## config.mk

```make
export PLATFORM = sky130hd
export DESIGN_NAME = cstp_front
export DESIGN_NICKNAME = d
export VERILOG_FILES = /design/src/rtl/cstp_pkg.sv /design/src/rtl/cstp_front.sv
export SDC_FILE = /design/constraint.sdc
export NUM_CORES = 2
export LEC_CHECK = 0
export BUFFER_PORTS_ARGS = -buffer_cell sky130_fd_sc_hd__buf_2
export CORE_UTILIZATION = 50
export DETAILED_ROUTE_END_ITERATION = 12
export PLACE_DENSITY = 0.74
export SLEW_MARGIN = 20
export SYNTH_ARGS = -nofsm -noshare
export SYNTH_HDL_FRONTEND = slang
export SYNTH_SLANG_ARGS = --single-unit
```

## constraint.sdc

```tcl
create_clock -name clk_i -period 3.1 [get_ports clk_i]
set_input_delay 0 -clock clk_i [delete_from_list [all_inputs] [get_ports clk_i]]
set_output_delay 0 -clock clk_i [all_outputs]
set_load 0.02 [all_outputs]
```

## src/rtl/cstp_pkg.sv

```systemverilog
//------------------------------------------------------------------------------
// cstp_pkg: shared types and constants of the trajectory point unit
// Configuration record, queue entry, search stage record and CORDIC tables.
//------------------------------------------------------------------------------
package cstp_pkg;

  // register indexes of the configuration port
  typedef enum logic [2:0] {
    RegShapeMode   = 3'd0,
    RegCenterX     = 3'd1,
    RegCenterY     = 3'd2,
    RegRadius      = 3'd3,
    RegAngularRate = 3'd4,
    RegPhaseOffset = 3'd5
  } cstp_reg_e;

  typedef struct packed {
    logic               shape_mode;
    logic signed [31:0] center_x;
    logic signed [31:0] center_y;
    logic        [30:0] radius;
    logic signed [31:0] angular_rate;
    logic        [31:0] phase_offset;
  } cstp_cfg_t;

  // reduced angle: quadrant and signed residual in 2^-32 turn
  typedef struct packed {
    logic        [1:0]  quad;
    logic signed [31:0] resid;
  } cstp_item_t;

  // one stage of the squircle factor search
  typedef struct packed {
    logic signed [32:0] c;
    logic signed [32:0] s;
    logic        [32:0] sum;
    logic        [30:0] f;
    logic        [30:0] trial;
    logic        [33:0] pw;
    logic               bad;
  } cstp_srch_t;

  localparam int unsigned QueueDepth = 4;
  localparam int unsigned QueuePtrW  = $clog2(QueueDepth);

  // bits of the factor below its leading one
  localparam int unsigned FactorBits = 29;

  localparam logic signed [32:0] CordicGain = 33'sh0_26DD_3B6A;
  localparam logic        [30:0] FactorOne  = 31'h4000_0000;
  localparam logic        [33:0] F4Guard    = 34'h0_C000_0000;
  localparam logic        [66:0] F8Limit    = 67'h1 << 60;

  // arctangent of 2^-i in 2^-32 turn
  function automatic logic [31:0] atan_turn(input logic [4:0] idx);
    logic [31:0] v;
    case (idx)
      5'd0:    v = 32'h2000_0000;
      5'd1:    v = 32'h12E4_051E;
      5'd2:    v = 32'h09FB_385B;
      5'd3:    v = 32'h0511_11D4;
      5'd4:    v = 32'h028B_0D43;
      5'd5:    v = 32'h0145_D7E1;
      5'd6:    v = 32'h00A2_F61E;
      5'd7:    v = 32'h0051_7C55;
      5'd8:    v = 32'h0028_BE53;
      5'd9:    v = 32'h0014_5F2F;
      5'd10:   v = 32'h000A_2F98;
      5'd11:   v = 32'h0005_17CC;
      5'd12:   v = 32'h0002_8BE6;
      5'd13:   v = 32'h0001_45F3;
      5'd14:   v = 32'h0000_A2F9;
      5'd15:   v = 32'h0000_517C;
      5'd16:   v = 32'h0000_28BE;
      5'd17:   v = 32'h0000_145F;
      5'd18:   v = 32'h0000_0A2F;
      5'd19:   v = 32'h0000_0517;
      5'd20:   v = 32'h0000_028B;
      5'd21:   v = 32'h0000_0145;
      5'd22:   v = 32'h0000_00A2;
      5'd23:   v = 32'h0000_0051;
      5'd24:   v = 32'h0000_0028;
      5'd25:   v = 32'h0000_0014;
      5'd26:   v = 32'h0000_000A;
      5'd27:   v = 32'h0000_0005;
      5'd28:   v = 32'h0000_0002;
      5'd29:   v = 32'h0000_0001;
      default: v = 32'h0000_0000;
    endcase
    return v;
  endfunction

endpackage

```

## src/rtl/cstp_front.sv

```systemverilog
//------------------------------------------------------------------------------
// cstp_front: angle front end
// Takes a time stamp, forms the angle and splits it into quadrant and residual.
//------------------------------------------------------------------------------
module cstp_front (
  input  logic                 clk_i,
  input  logic                 rst_ni,
  input  cstp_pkg::cstp_cfg_t  cfg_i,
  input  logic                 in_valid_i,
  input  logic [31:0]          time_stamp_i,
  output logic                 in_stall_o,
  input  logic                 full_i,
  output logic                 push_o,
  output cstp_pkg::cstp_item_t item_o
);

  logic               vld_q;
  logic [31:0]        step_q;
  logic signed [64:0] prod;
  logic               adv;
  logic [31:0]        ang;
  logic [31:0]        ang_off;

  // rate times time, keep the bits that land in the angle
  assign prod = cfg_i.angular_rate * $signed({1'b0, time_stamp_i});

  assign adv        = !vld_q || !full_i;
  assign in_stall_o = vld_q && full_i;
  assign push_o     = vld_q && !full_i;

  always_ff @(posedge clk_i or negedge rst_ni) begin
    if (!rst_ni) begin
      vld_q <= 1'b0;
    end else if (adv) begin
      vld_q <= in_valid_i;
    end
  end

  always_ff @(posedge clk_i) begin
    if (adv && in_valid_i) begin
      step_q <= prod[47:16];
    end
  end

  // quadrant by rounding to the nearest quarter turn
  always_comb begin
    ang          = cfg_i.phase_offset + step_q;
    ang_off      = ang + 32'h2000_0000;
    item_o.quad  = ang_off[31:30];
    item_o.resid = $signed(ang - {ang_off[31:30], 30'b0});
  end

endmodule

```

==> After elaboration in Yosys (flattened, before gate mapping) <==
Cells that the tools add are included.
{ "op_classes": {"n_addsub": 3, "reduce_logical": 6, "n_mul": 1} }
{ "op_table": {"columns": ["op", "count"], "rows": [
  ["$mul A32 B33 Y48", 1],
  ["$add A32 B30 Y32 const B", 1],
  ["$add A32 B32 Y32", 1],
  ["$sub A32 B32 Y32", 1],
  ["$logic_and A1 B1 Y1", 3],
  ["$logic_not A1 Y1", 2],
  ["$logic_or A1 B1 Y1", 1]
]} }
{ "totals": {"word_cells": 12, "reg_bits": 33, "out_inout_bits": 36} }

==> Longest topological paths before layout <==
{ "logic_depth": {"word_depth": 3, "mapped_depth": 27, "depth_no_buf": 25} }

==> Worst setup path after synthesis <==
No wires, ideal clock.
{ "synth_timing": {"path_type": "input -> register", "from": "in time_stamp_i[29]", "to": "reg step_q[31] (data pin)", "required_time_ps": 2840, "slack_ps": -3799, "t_arrival_ps": 6639, "path_stages": 26, "n_path_buf": 2, "setup_ps": 260, "path_cell_list": "clkbuf_1 clkbuf_1 nand2_1 fa_1 inv_1 fa_1 inv_1 fa_1 fa_1 inv_1 fa_1 inv_1 fa_1 inv_1 fa_1 fa_1 ha_1 a21o_1 a21o_1 a2111oi_0 o31a_1 a21boi_0 a41oi_2 a211o_1 a21oi_2 xnor2_1"} }
{ "synth_via": {"elab_chain_len": 1} }
{ "synth_lines": {"columns": ["item", "line", "rtl"], "rows": [
  ["start, declared", "cstp_front.sv:10", "input logic [31:0] time_stamp_i,"],
  ["$mul A32 B33 Y48", "cstp_front.sv:25", "assign prod = cfg_i.angular_rate * $signed({1'b0, time_stamp_i});"],
  ["net prod[47]", "cstp_front.sv:19", "logic signed [64:0] prod;"],
  ["end signal, assigned", "cstp_front.sv:41", "step_q <= prod[47:16];"],
  ["end, declared", "cstp_front.sv:18", "logic [31:0] step_q;"]
]} }
The timed path passes the listed nets, and every way through them passes these cells.
A chain may end at the register's enable or synchronous reset.

==> Worst setup path after layout <==
{ "layout_timing": {"from": "in time_stamp_i[16]", "to": "reg step_q[31] (data pin)"} }
The elaborated chain is that of the path after synthesis.

==> results.py <==
metrics = {
    "run_status": {
        "run_status": "finished with violations",
        "violations": "setup timing",
    },
    "synthesis": {
        "ys_seq_area_share_pct": 3.25,
        "synth_ff_type": "edfxtp_1",
        "synthArstFlopShare_pct": 3.03,
        "ys_ff_latch": 33,
        "synth_enable_flop_cells": 32,
        "synthesis.area_mm2": 0.0303,
        "syn-instance-count": 3238,
        "yosysUniqueCellTypes": 54,
        "syn_avg_cell_area_um2": 9.35,
        "syn-num-nets": 4447,
        "yosysWarnings": 0,
    },
    "routing": {
        "viasPerCell": 5.17,
        "totalWireLength_mm": 78.9,
        "drtPass1Iterations": 6,
        "drt_drc_violations_left": 0,
        "drtAntennaViolNets": 0,
        "routedWlPerCell_um": 18.0,
        "vias": 22700,
        "first_iter_violations": 1258,
    },
    "floorplanning": {
        "die-area_mm2": 0.0616,
        "io_pins": 232,
        "die_w_um": 248,
        "num_rows": 89,
        "die_y_um": 248,
        "coreArea_mm2": 0.0595,
        "initial_utilization_pct": 50.9,
    },
    "cts": {
        "clock_sinks": 33,
        "clk_path_buf_depth": 2,
        "clock_latency_ns": 0.29,
        "cts_tree": "yes",
        "clockRootBuffer": "clkbuf_16",
        "numCtsBuffers": 5,
        "clk_pin_slew_ns": 0.06,
        "cts_max_level": 2,
    },
    "critical_path": {
        "cp_slowest_stage_delay_ns": 0.58,
        "worstPathRequired_ns": 3.14,
        "crit_slowest_cell": "fa_1",
        "cp.depth": 24,
        "cp.arrival_ns": 6.54,
        "crit_fanout": 12,
        "rr_worst_depth": 2,
        "crit_top_cell": "fa_1",
        "end_kind": "flip-flop",
        "critical_path_class": "primary input to flip-flop",
        "critical_path.startpoint_type": "primary input",
        "cp_cell_sequence": "buf_6 > buf_6 > buf_4 > buf_4 > buf_4 > nand2_1 > fa_1 > inv_1 > fa_1 > fa_1 > fa_1 > fa_1 > fa_1 > fa_1 > ha_1 > ha_1 > a21o_1 > a2111oi_4 > o31a_1 > buf_4 > a41oi_4 > a211o_1 > a21oi_2 > xnor2_1",
        "cp.buffers_inverters": 7,
        "crit_family": "adder cells",
    },
    "placed_design": {
        "gp_congestion": 0.911,
        "dp_hpwl_mm": 66.6,
        "io_buffers": 135,
        "dpl_cell_area_mm2": 0.0344,
        "dpl.cell_count": 4312,
    },
    "timing": {
        "setup_viol": 41,
        "max_freq_mhz": 154,
        "tightest_slew_ns": 0.942,
        "fin_ws_ns": -3.40,
        "grt_setup_unrepaired": "yes",
        "finalClockSkew_ns": 0.00588,
        "relSlewSlack_pct": 37.1,
        "period_needed_ns": 6.50,
        "slew_viol_final": 0,
        "finalHoldViolations": 0,
        "period_share_pct": 210,
    },
    "run": {
        "drv_cap": 0,
    },
    "grt": {
        "grt_pass1_vias": 24415,
        "grt_overflow_total": 0,
        "grt_max_degree": 33,
        "grt_pass1_wl_mm": 125,
        "antenna_found_initial": 3,
        "track_usage_pct": 26.2,
    },
    "worst_hold_path": {
        "hold_path_class": "primary input to asynchronous set/reset pin",
    },
    "final_layout": {
        "fin_area_mm2": 0.0364,
        "drive_gt1_share_pct": 20.7,
        "final_cells": 4393,
        "area_growth_pct": 20.3,
        "nFillCells": 4806,
        "nNetsFinal": 4825,
    },
}
-- final cells by class --
| cell class | count | area (um2) | area share [%] |
|---|---|---|---|
| clock buffers | 6 | 129 | 0.354 |
| clock inverters | 2 | 10.0 | 0.0275 |
| well taps | 773 | 967 | 2.65 |
| repair buffers | 536 | 4750 | 13.0 |
| inverters | 771 | 2890 | 7.94 |
| multi-input cells | 2269 | 26700 | 73.3 |
| flip-flops and latches | 33 | 986 | 2.71 |
| diodes | 3 | 7.51 | 0.0206 |
-- metal layers --
layer | vias to the layer above | part of all wire, % | global-route usage [%]
li1 | 10086 | - | -
met1 | 11694 | 38 | 32.3
met2 | 736 | 53 | 48.3
met3 | 184 | 4.9 | 1.80
met4 | 0 | 3.9 | 9.25
met5 | - | 0 | 0
-- path summary, 6_finish.rpt --
path | slack, ns | to | from
min in group clk_i | 0.14 | vld_q | full_i
max reg2reg | 1.39 | step_q[29] | vld_q
min reg2reg | 0.70 | vld_q | vld_q
min | 0.02 | vld_q | rst_ni
max | -3.40 | step_q[31] | time_stamp_i[16]
max in group asynchronous | 2.99 | vld_q | rst_ni
-- layout by cell type, fill, tap and decap left out, drive strengths merged, types with 8 or more instances in the layout --
cell type	synthesis	layout
nand2	345	345
nand3	14	14
fa	781	781
a21o	26	26
xor2	24	24
o21a	11	11
inv	771	771
nand2b	13	13
nor2	40	40
buf	1	530
a21oi	39	39
nor3	9	9
edfxtp	32	32
and2	573	573
clkbuf	164	10
and3	8	8
o21ai	23	23
ha	232	232
xnor2	66	66
-- worst reg2reg max path: cells and delay by family, from the launching register on --
family,cells,cell delay (ns)
AND/OR/NAND/NOR,2,0.93
flip-flops,1,0.37
-- sequential cells by signal (all words and copies together) (netlist names) --
register	count
vld_q	1
step_q	32
-- logic make-up (layout without fill, tap and decap cells) --
| kind of cell | Yosys count | after routing | share of synthesized area, % |
|---|---|---|---|
| buffers and inverters | 936 | 1315 | 11.6 |
| AND/OR/NAND/NOR | 1017 | 1017 | 17.7 |
| adder cells (fa/ha/maj) | 1013 | 1013 | 61.2 |
| other | 0 | 3 | 0 |
| flip-flops | 33 | 33 | 3.25 |
| AO/OA/AOI/OAI | 148 | 148 | 3.52 |
| XOR/XNOR | 91 | 91 | 2.68 |
-- cell usage after synthesis, types with 4 or more instances --
| library cell | count | share of area (%) |
|---|---|---|
| nor2_1 | 40 | 0.50 |
| xor2_1 | 24 | 0.69 |
| nand3_1 | 14 | 0.23 |
| o21ai_0 | 22 | 0.36 |
| a21oi_1 | 36 | 0.59 |
| inv_1 | 771 | 9.6 |
| nor2b_1 | 6 | 0.12 |
| a211oi_1 | 6 | 0.15 |
| nand2b_1 | 13 | 0.27 |
| xnor2_1 | 66 | 1.9 |
| fa_1 | 781 | 52 |
| edfxtp_1 | 32 | 3.2 |
| and3_1 | 8 | 0.17 |
| nor3_1 | 9 | 0.15 |
| o21a_1 | 11 | 0.27 |
| nand2_1 | 345 | 4.3 |
| ha_1 | 232 | 9.6 |
| o21bai_1 | 4 | 0.099 |
| clkbuf_1 | 164 | 2.0 |
| and2_1 | 573 | 12 |
| a21o_1 | 26 | 0.64 |
-- metrics by stage --
stage	TNS, ns	worst slack [ns]	utilization (%)	hold slack (ns)
2_1_floorplan	-93.23	-3.35	-	-0.296
3_3_place_gp	-116.44	-4.02	57.9	-0.225
3_5_place_dp	-119.49	-4.14	57.9	-0.219
4_1_cts	-101.36	-3.40	60.0	0.00282
5_1_grt	-109.71	-3.58	61.3	0.0288
6_report	-102.15	-3.40	61.3	0.0203
-- what timing repair did --
item / CTS / global route
endpoints found under the hold margin: 2 / 0
buffers inserted: 44 / 21
setup endpoints to repair: 42 / 45
pin swaps: 98 / 84
hold buffers: 2 / 0
gates resized for setup: 186 / 144
cloned: 0 / 6
Power is left out: the tool's default activity adds up to more than one toggle a clock period on the data nets, which glitch-free logic cannot reach.
