--- config.mk ---
export PLATFORM = sky130hd
export DESIGN_NAME = cstp_queue
export DESIGN_NICKNAME = d
export VERILOG_FILES = /design/src/rtl/cstp_pkg.sv /design/src/rtl/cstp_queue.sv
export SDC_FILE = /design/constraint.sdc
export NUM_CORES = 1
export LEC_CHECK = 0
export ABC_AREA = 1
export BUFFER_PORTS_ARGS = -buffer_cell sky130_fd_sc_hd__buf_2
export CORE_MARGIN = 1
export CORE_UTILIZATION = 41
export CTS_BUF_LIST = sky130_fd_sc_hd__clkbuf_16
export DETAILED_ROUTE_END_ITERATION = 10
export PLACE_DENSITY = 0.61
export SKIP_CTS_REPAIR_TIMING = 1
export SLEW_MARGIN = 0
export SYNTH_ARGS = -nofsm -noshare
export SYNTH_HDL_FRONTEND = slang
export SYNTH_SLANG_ARGS = --single-unit
--- constraint.sdc ---
create_clock -name clk_i -period 1.66 [get_ports clk_i]
set_clock_uncertainty 0.05 [all_clocks]
set_input_delay 0.332 -clock clk_i [delete_from_list [all_inputs] [get_ports clk_i]]
set_output_delay 0.332 -clock clk_i [all_outputs]
set_load 0.005 [all_outputs]
--- src/rtl/cstp_pkg.sv ---
//------------------------------------------------------------------------------
// cstp_pkg: shared types and constants of the trajectory point unit
// Configuration record, queue entry, search stage record and CORDIC tables.
//------------------------------------------------------------------------------
package cstp_pkg;

  // register indexes of the configuration port
  typedef enum logic [2:0] {
    RegShapeMode   = 3'd0,
    RegCenterX     = 3'd1,
    RegCenterY     = 3'd2,
    RegRadius      = 3'd3,
    RegAngularRate = 3'd4,
    RegPhaseOffset = 3'd5
  } cstp_reg_e;

  typedef struct packed {
    logic               shape_mode;
    logic signed [31:0] center_x;
    logic signed [31:0] center_y;
    logic        [30:0] radius;
    logic signed [31:0] angular_rate;
    logic        [31:0] phase_offset;
  } cstp_cfg_t;

  // reduced angle: quadrant and signed residual in 2^-32 turn
  typedef struct packed {
    logic        [1:0]  quad;
    logic signed [31:0] resid;
  } cstp_item_t;

  // one stage of the squircle factor search
  typedef struct packed {
    logic signed [32:0] c;
    logic signed [32:0] s;
    logic        [32:0] sum;
    logic        [30:0] f;
    logic        [30:0] trial;
    logic        [33:0] pw;
    logic               bad;
  } cstp_srch_t;

  localparam int unsigned QueueDepth = 4;
  localparam int unsigned QueuePtrW  = $clog2(QueueDepth);

  // bits of the factor below its leading one
  localparam int unsigned FactorBits = 29;

  localparam logic signed [32:0] CordicGain = 33'sh0_26DD_3B6A;
  localparam logic        [30:0] FactorOne  = 31'h4000_0000;
  localparam logic        [33:0] F4Guard    = 34'h0_C000_0000;
  localparam logic        [66:0] F8Limit    = 67'h1 << 60;

  // arctangent of 2^-i in 2^-32 turn
  function automatic logic [31:0] atan_turn(input logic [4:0] idx);
    logic [31:0] v;
    case (idx)
      5'd0:    v = 32'h2000_0000;
      5'd1:    v = 32'h12E4_051E;
      5'd2:    v = 32'h09FB_385B;
      5'd3:    v = 32'h0511_11D4;
      5'd4:    v = 32'h028B_0D43;
      5'd5:    v = 32'h0145_D7E1;
      5'd6:    v = 32'h00A2_F61E;
      5'd7:    v = 32'h0051_7C55;
      5'd8:    v = 32'h0028_BE53;
      5'd9:    v = 32'h0014_5F2F;
      5'd10:   v = 32'h000A_2F98;
      5'd11:   v = 32'h0005_17CC;
      5'd12:   v = 32'h0002_8BE6;
      5'd13:   v = 32'h0001_45F3;
      5'd14:   v = 32'h0000_A2F9;
      5'd15:   v = 32'h0000_517C;
      5'd16:   v = 32'h0000_28BE;
      5'd17:   v = 32'h0000_145F;
      5'd18:   v = 32'h0000_0A2F;
      5'd19:   v = 32'h0000_0517;
      5'd20:   v = 32'h0000_028B;
      5'd21:   v = 32'h0000_0145;
      5'd22:   v = 32'h0000_00A2;
      5'd23:   v = 32'h0000_0051;
      5'd24:   v = 32'h0000_0028;
      5'd25:   v = 32'h0000_0014;
      5'd26:   v = 32'h0000_000A;
      5'd27:   v = 32'h0000_0005;
      5'd28:   v = 32'h0000_0002;
      5'd29:   v = 32'h0000_0001;
      default: v = 32'h0000_0000;
    endcase
    return v;
  endfunction

endpackage

--- src/rtl/cstp_queue.sv ---
//------------------------------------------------------------------------------
// cstp_queue: short queue between front end and back end
// Holds reduced angles so that each side can stall on its own.
//------------------------------------------------------------------------------
module cstp_queue (
  input  logic                 clk_i,
  input  logic                 rst_ni,
  input  logic                 push_i,
  input  cstp_pkg::cstp_item_t item_i,
  output logic                 full_o,
  input  logic                 pop_i,
  output logic                 avail_o,
  output cstp_pkg::cstp_item_t item_o
);

  localparam int unsigned PtrW = cstp_pkg::QueuePtrW;

  cstp_pkg::cstp_item_t mem_q [cstp_pkg::QueueDepth];
  logic [PtrW-1:0]      wr_q, wr_d;
  logic [PtrW-1:0]      rd_q, rd_d;
  logic [PtrW:0]        cnt_q, cnt_d;

  assign full_o  = (cnt_q == (PtrW+1)'(cstp_pkg::QueueDepth));
  assign avail_o = (cnt_q != '0);
  assign item_o  = mem_q[rd_q];

  always_comb begin
    wr_d  = push_i ? wr_q + 1'b1 : wr_q;
    rd_d  = pop_i  ? rd_q + 1'b1 : rd_q;
    cnt_d = cnt_q + (PtrW+1)'(push_i) - (PtrW+1)'(pop_i);
  end

  always_ff @(posedge clk_i or negedge rst_ni) begin
    if (!rst_ni) begin
      wr_q  <= '0;
      rd_q  <= '0;
      cnt_q <= '0;
    end else begin
      wr_q  <= wr_d;
      rd_q  <= rd_d;
      cnt_q <= cnt_d;
    end
  end

  always_ff @(posedge clk_i) begin
    if (push_i) begin
      mem_q[wr_q] <= item_i;
    end
  end

  // no transaction into a full queue
  a_no_overflow : assert property (@(posedge clk_i) disable iff (!rst_ni)
    !(push_i && full_o))
    else $error("push into full queue");

  // no transaction out of an empty queue
  a_no_underflow : assert property (@(posedge clk_i) disable iff (!rst_ni)
    !(pop_i && !avail_o))
    else $error("pop from empty queue");

  // fill level rises on a push without a pop
  a_count : assert property (@(posedge clk_i) disable iff (!rst_ni)
    (push_i && !pop_i) |=> (cnt_q == $past(cnt_q) + 1'b1))
    else $error("queue count lost a push");

endmodule

# Word-level counts from Yosys, hierarchy flattened
# Memory sizes are Yosys's and may differ from the RTL's.
# Index checks and enable logic that the tools add are counted.
# totals
in_bits,38
out_inout_bits,36
mem_bits_rw,136
wordCells,12
memories,1
reg_bits,7
# op_classes
addsub,4
n_eq_ne,1
n_reduce_logical,1
muxes,2
# mem_list
name,words,word_bits,read_ports,rd_ports_with_merged_regs,write_ports,line_no,source
mem_q,4,34,1,0,1,cstp_queue.sv:18,cstp_pkg::cstp_item_t mem_q [cstp_pkg::QueueDepth];
# ops
op,count
$add A2 B1 Y2 const B,2
$add A3 B1 Y3,1
$eq A3 B3 Y1 const B,1
$reduce_bool A3 Y1,1
$sub A3 B1 Y3,1
$mux W1,2

# Longest topological paths before layout
# depth
word_depth,2
mapped_depth,8
depth_no_buf,8

# Worst setup path after synthesis
# No wires, ideal clock.
# synth_path
path_kind,register to register
from,register wr_q[0]
to,"memory mem_q[0][0] in the netlist's numbering, enable pin"
required_time_ns,1.221
setup_ns,0.389
period_less_slack_ns,1.782
path_stages_with_launch,5
n_path_buf,0
arrival_time_ns,1.343
setup_slack_ns,-0.122
cell_sequence,dfrtp_1 > inv_1 > ha_1 > nand2_1 > inv_1
# synth_lines
element,line_no,source
"start, declared",cstp_queue.sv:19,"logic [PtrW-1:0] wr_q, wr_d;"
"start signal, assigned",cstp_queue.sv:39,wr_q <= wr_d;
"end, declared",cstp_queue.sv:18,
# Straight into the memory's write port.

==> metrics.cfg <==
[clock_tree]
htreeDepth = 4
cts_buffers = 17
clk_latency_ns = 0.41
clock_path_buffers = 2
clock_tree_root_driver_cell = sky130_fd_sc_hd__clkbuf_16
path_clk_slew_ns = 0.06
clock_sink_count = 143
tritoncts_clock_tree = done

[grt]
global_route.usage.total_pct = 16.6
grt_first_pass_wirelength_um = 18400
pin_count_of_the_biggest_net_entering_global_routing = 41
grt_pass1_vias = 3790
grt-ovfl-total = 0
number_of_antenna_violations_at_the_first_check_in_global_routing = 0

[critical_path]
cpPeakStageDelay_ns = 0.46
worst_ep_arrival_time_ns = 1.55
cp-end-kind = output pin
cp.required_ns = 1.28
crit_chain = buf_12 > clkbuf_16 > nand2_2 > nand3_1 > nand2_1 > buf_2
crit_path_max_fanout = 5
crit_type = flip-flop to output pin
r2r_start = cnt_q[0]$_DFF_PN0_
timing.critical_path.from = rd_q[0]$_DFFE_PN0P_
critical_path.startpoint_type = flip-flop
crit_slowest_cell = sky130_fd_sc_hd__dfrtp_2

[timing]
finalCriticalPeriod_ns = 1.93
timing.setup.tns_ns = -8.48
max-slew-margin-rel_pct = 78.0
achievable-frequency_mhz = 518
slew_violations = 0
max_slew.worst_pin.slew_ns = 0.331
timing_hold_violations_final = 0
postLayoutSetupSlackWorst_ns = -0.271
finalSetupViolCount = 34
rsz_0062_raised_after_global_routing = true
layout_worst_path_cycle_share_pct = 116

[layout]
layout-drive-gt1-share_pct = 24.7
layout.nets = 721
stdcell_area_sq_mm = 0.00767
layout.core_utilization_pct = 52.8
area.growth.synth_to_final_pct = 25.5

[power]
vdd.ir_drop.worst_uv = 910
power_frac_comb_pct = 38.8
pwr-share-clk_pct = 24.8
power.switching_mw = 4.68
switching_share_pct = 34.3
total_power_mw = 13.6
power_density_mw_per_mm2 = 1770
p_int_mw = 8.94
power.sequential.fraction_pct = 36.4
power_leakage_nw = 3.59

[place]
dpl.hpwl_um = 7280
post-place-ws_ns = -0.00472
port_buffers = 73
gp_congestion = 0.693
post_dp_area_sq_mm = 0.00679

[drt]
route.detailed.drc = 0
ant_nets = 0
first_iter_violations = 304
detail_route.vias_per_cell = 4.68
routed-via-count = 4092
wl_um = 13100
first_pass_iters = 4
route.detailed.wl_per_inst_um = 15.0

[die]
floorplan.die_area_sq_mm = 0.0154
die_w_um = 124
top_level_ports = 74
core-area_sq_mm = 0.0145
initial_core_util_pct = 42.1
die_h_um = 124
site_rows = 44

[synthesis]
mappedNetlistArea_sq_mm = 0.00612
postSynthRegisterBits = 143
netlist_instances = 579
synth.yosys.warnings = 0
syn-num-nets = 624
synth.lib_cells_used.distinct = 15
sequential_element_share_of_the_synthesized_area_pct = 69.6
syn_area_per_cell_sq_um = 10.6

[run_status]
violations = setup timing
run_status = finished, violations left

[worst_hold_path]
hold_class = input pin to flip-flop
holdCritStartpoint = item_i[26]

[run]
maxCapViolations = 0

==> power by group through the flow <==
stage / Clock, mW / Sequential [mW] / Combinational [mW]
6_report: 3.38 / 4.95 / 5.28
2_1_floorplan: 0 / 4.94 / 2.65
5_1_grt: 3.60 / 5.01 / 5.85
3_3_place_gp: 0 / 4.99 / 4.26
4_1_cts: 3.45 / 4.94 / 4.39
3_5_place_dp: 0 / 5.02 / 4.37
==> cells in the mapped netlist <==
library cell | n | share of area, %
sky130_fd_sc_hd__xor2_1 | 3 | 0.43
sky130_fd_sc_hd__inv_2 | 2 | 0.12
sky130_fd_sc_hd__ha_1 | 6 | 1.2
sky130_fd_sc_hd__buf_6 | 3 | 0.55
sky130_fd_sc_hd__inv_1 | 148 | 9.1
sky130_fd_sc_hd__o21ai_0 | 1 | 0.082
sky130_fd_sc_hd__fa_1 | 1 | 0.33
sky130_fd_sc_hd__dfrtp_1 | 7 | 2.9
sky130_fd_sc_hd__nand3_1 | 70 | 5.7
sky130_fd_sc_hd__nor2_1 | 1 | 0.061
sky130_fd_sc_hd__edfxtp_1 | 136 | 67
sky130_fd_sc_hd__clkbuf_1 | 2 | 0.12
sky130_fd_sc_hd__buf_2 | 17 | 1.4
sky130_fd_sc_hd__buf_4 | 1 | 0.12
sky130_fd_sc_hd__nand2_1 | 181 | 11
==> cells in the final DEF, fill, tap and decap left out, types with 3 or more instances in the layout <==
master / instances
sky130_fd_sc_hd__clkinv_2: 5
sky130_fd_sc_hd__buf_2: 72
sky130_fd_sc_hd__nand2_1: 158
sky130_fd_sc_hd__inv_1: 145
sky130_fd_sc_hd__buf_6: 4
sky130_fd_sc_hd__clkinv_4: 3
sky130_fd_sc_hd__nand3_2: 11
sky130_fd_sc_hd__nand3_1: 59
sky130_fd_sc_hd__clkbuf_16: 22
sky130_fd_sc_hd__buf_4: 12
sky130_fd_sc_hd__ha_1: 6
sky130_fd_sc_hd__dfrtp_1: 5
sky130_fd_sc_hd__nand2_2: 22
sky130_fd_sc_hd__clkinv_1: 3
sky130_fd_sc_hd__buf_12: 5
sky130_fd_sc_hd__edfxtp_1: 136
sky130_fd_sc_hd__clkinvlp_4: 6
sky130_fd_sc_hd__xor2_1: 3
==> logic make-up (layout without fill, tap and decap cells) <==
family	after synthesis	in the layout	synth area share (%)
adder cells (fa/ha/maj)	7	7	1.55
flip-flops	143	143	69.6
AO/OA/AOI/OAI	1	1	0.0818
other	0	2	0
XOR/XNOR	3	3	0.430
buffers and inverters	173	283	11.4
AND/OR/NAND/NOR	252	252	16.9
==> metrics by stage <==
stage / hold slack [ns] / instances
global route: 0.0643 / 873
global placement: 0.121 / 830
CTS: -0.321 / 862
finish: 0.0728 / 875
floorplan: -0.0136 / 579
detailed placement: 0.131 / 830
==> routing by layer <==
layer | up-vias | share of wire (%) | global-route usage [%]
li1 | 1998 | - | -
met1 | 1956 | 44 | 19.5
met2 | 126 | 49 | 27.7
met3 | 12 | 6.1 | 5.59
met4 | 0 | 0.95 | 7.14
met5 | - | 0 | 0
==> state kept, by name, indices dropped and copies added (netlist names) <==
signal,cells
mem_q,136
cnt_q,3
rd_q,2
wr_q,2
==> area by class of cell <==
| type | count | area (sq um) |
|---|---|---|
| Clock buffer | 17 | 425 |
| Sequential cell | 143 | 4260 |
| Clock inverter | 15 | 106 |
| Multi-Input combinational cell | 263 | 1280 |
| Tap cell | 184 | 230 |
| Antenna cell | 2 | 5.00 |
| Inverter | 150 | 583 |
| Timing Repair Buffer | 101 | 786 |
| Fill cell | 1251 | 6860 |
==> worst paths after layout <==
| check | end | slack (ns) | depth (start not counted) |
|---|---|---|---|
| min in group asynchronous | cnt_q[0]$_DFF_PN0_ | 0.23 | 2 |
| worst min register to register | wr_q[0]$_DFFE_PN0P_ | 0.49 | 1 |
| max in group asynchronous | rd_q[1]$_DFFE_PN0P_ | 1.16 | 2 |
| worst max-delay path | item_o[29] | -0.27 | 6 |
| worst min-delay path | mem_q[1][26]$_DFFE_PP_ | 0.07 | 1 |
| worst max register to register | cnt_q[2]$_DFF_PN0_ | 0.08 | 8 |
==> critical path: cells and delay by family, from the launching register on <==
kind	cells	cell delay, ns
flip-flops	1	0.46
AND/OR/NAND/NOR	3	0.22
buffers and inverters	3	0.45
(Power assumes the default switching activity.)
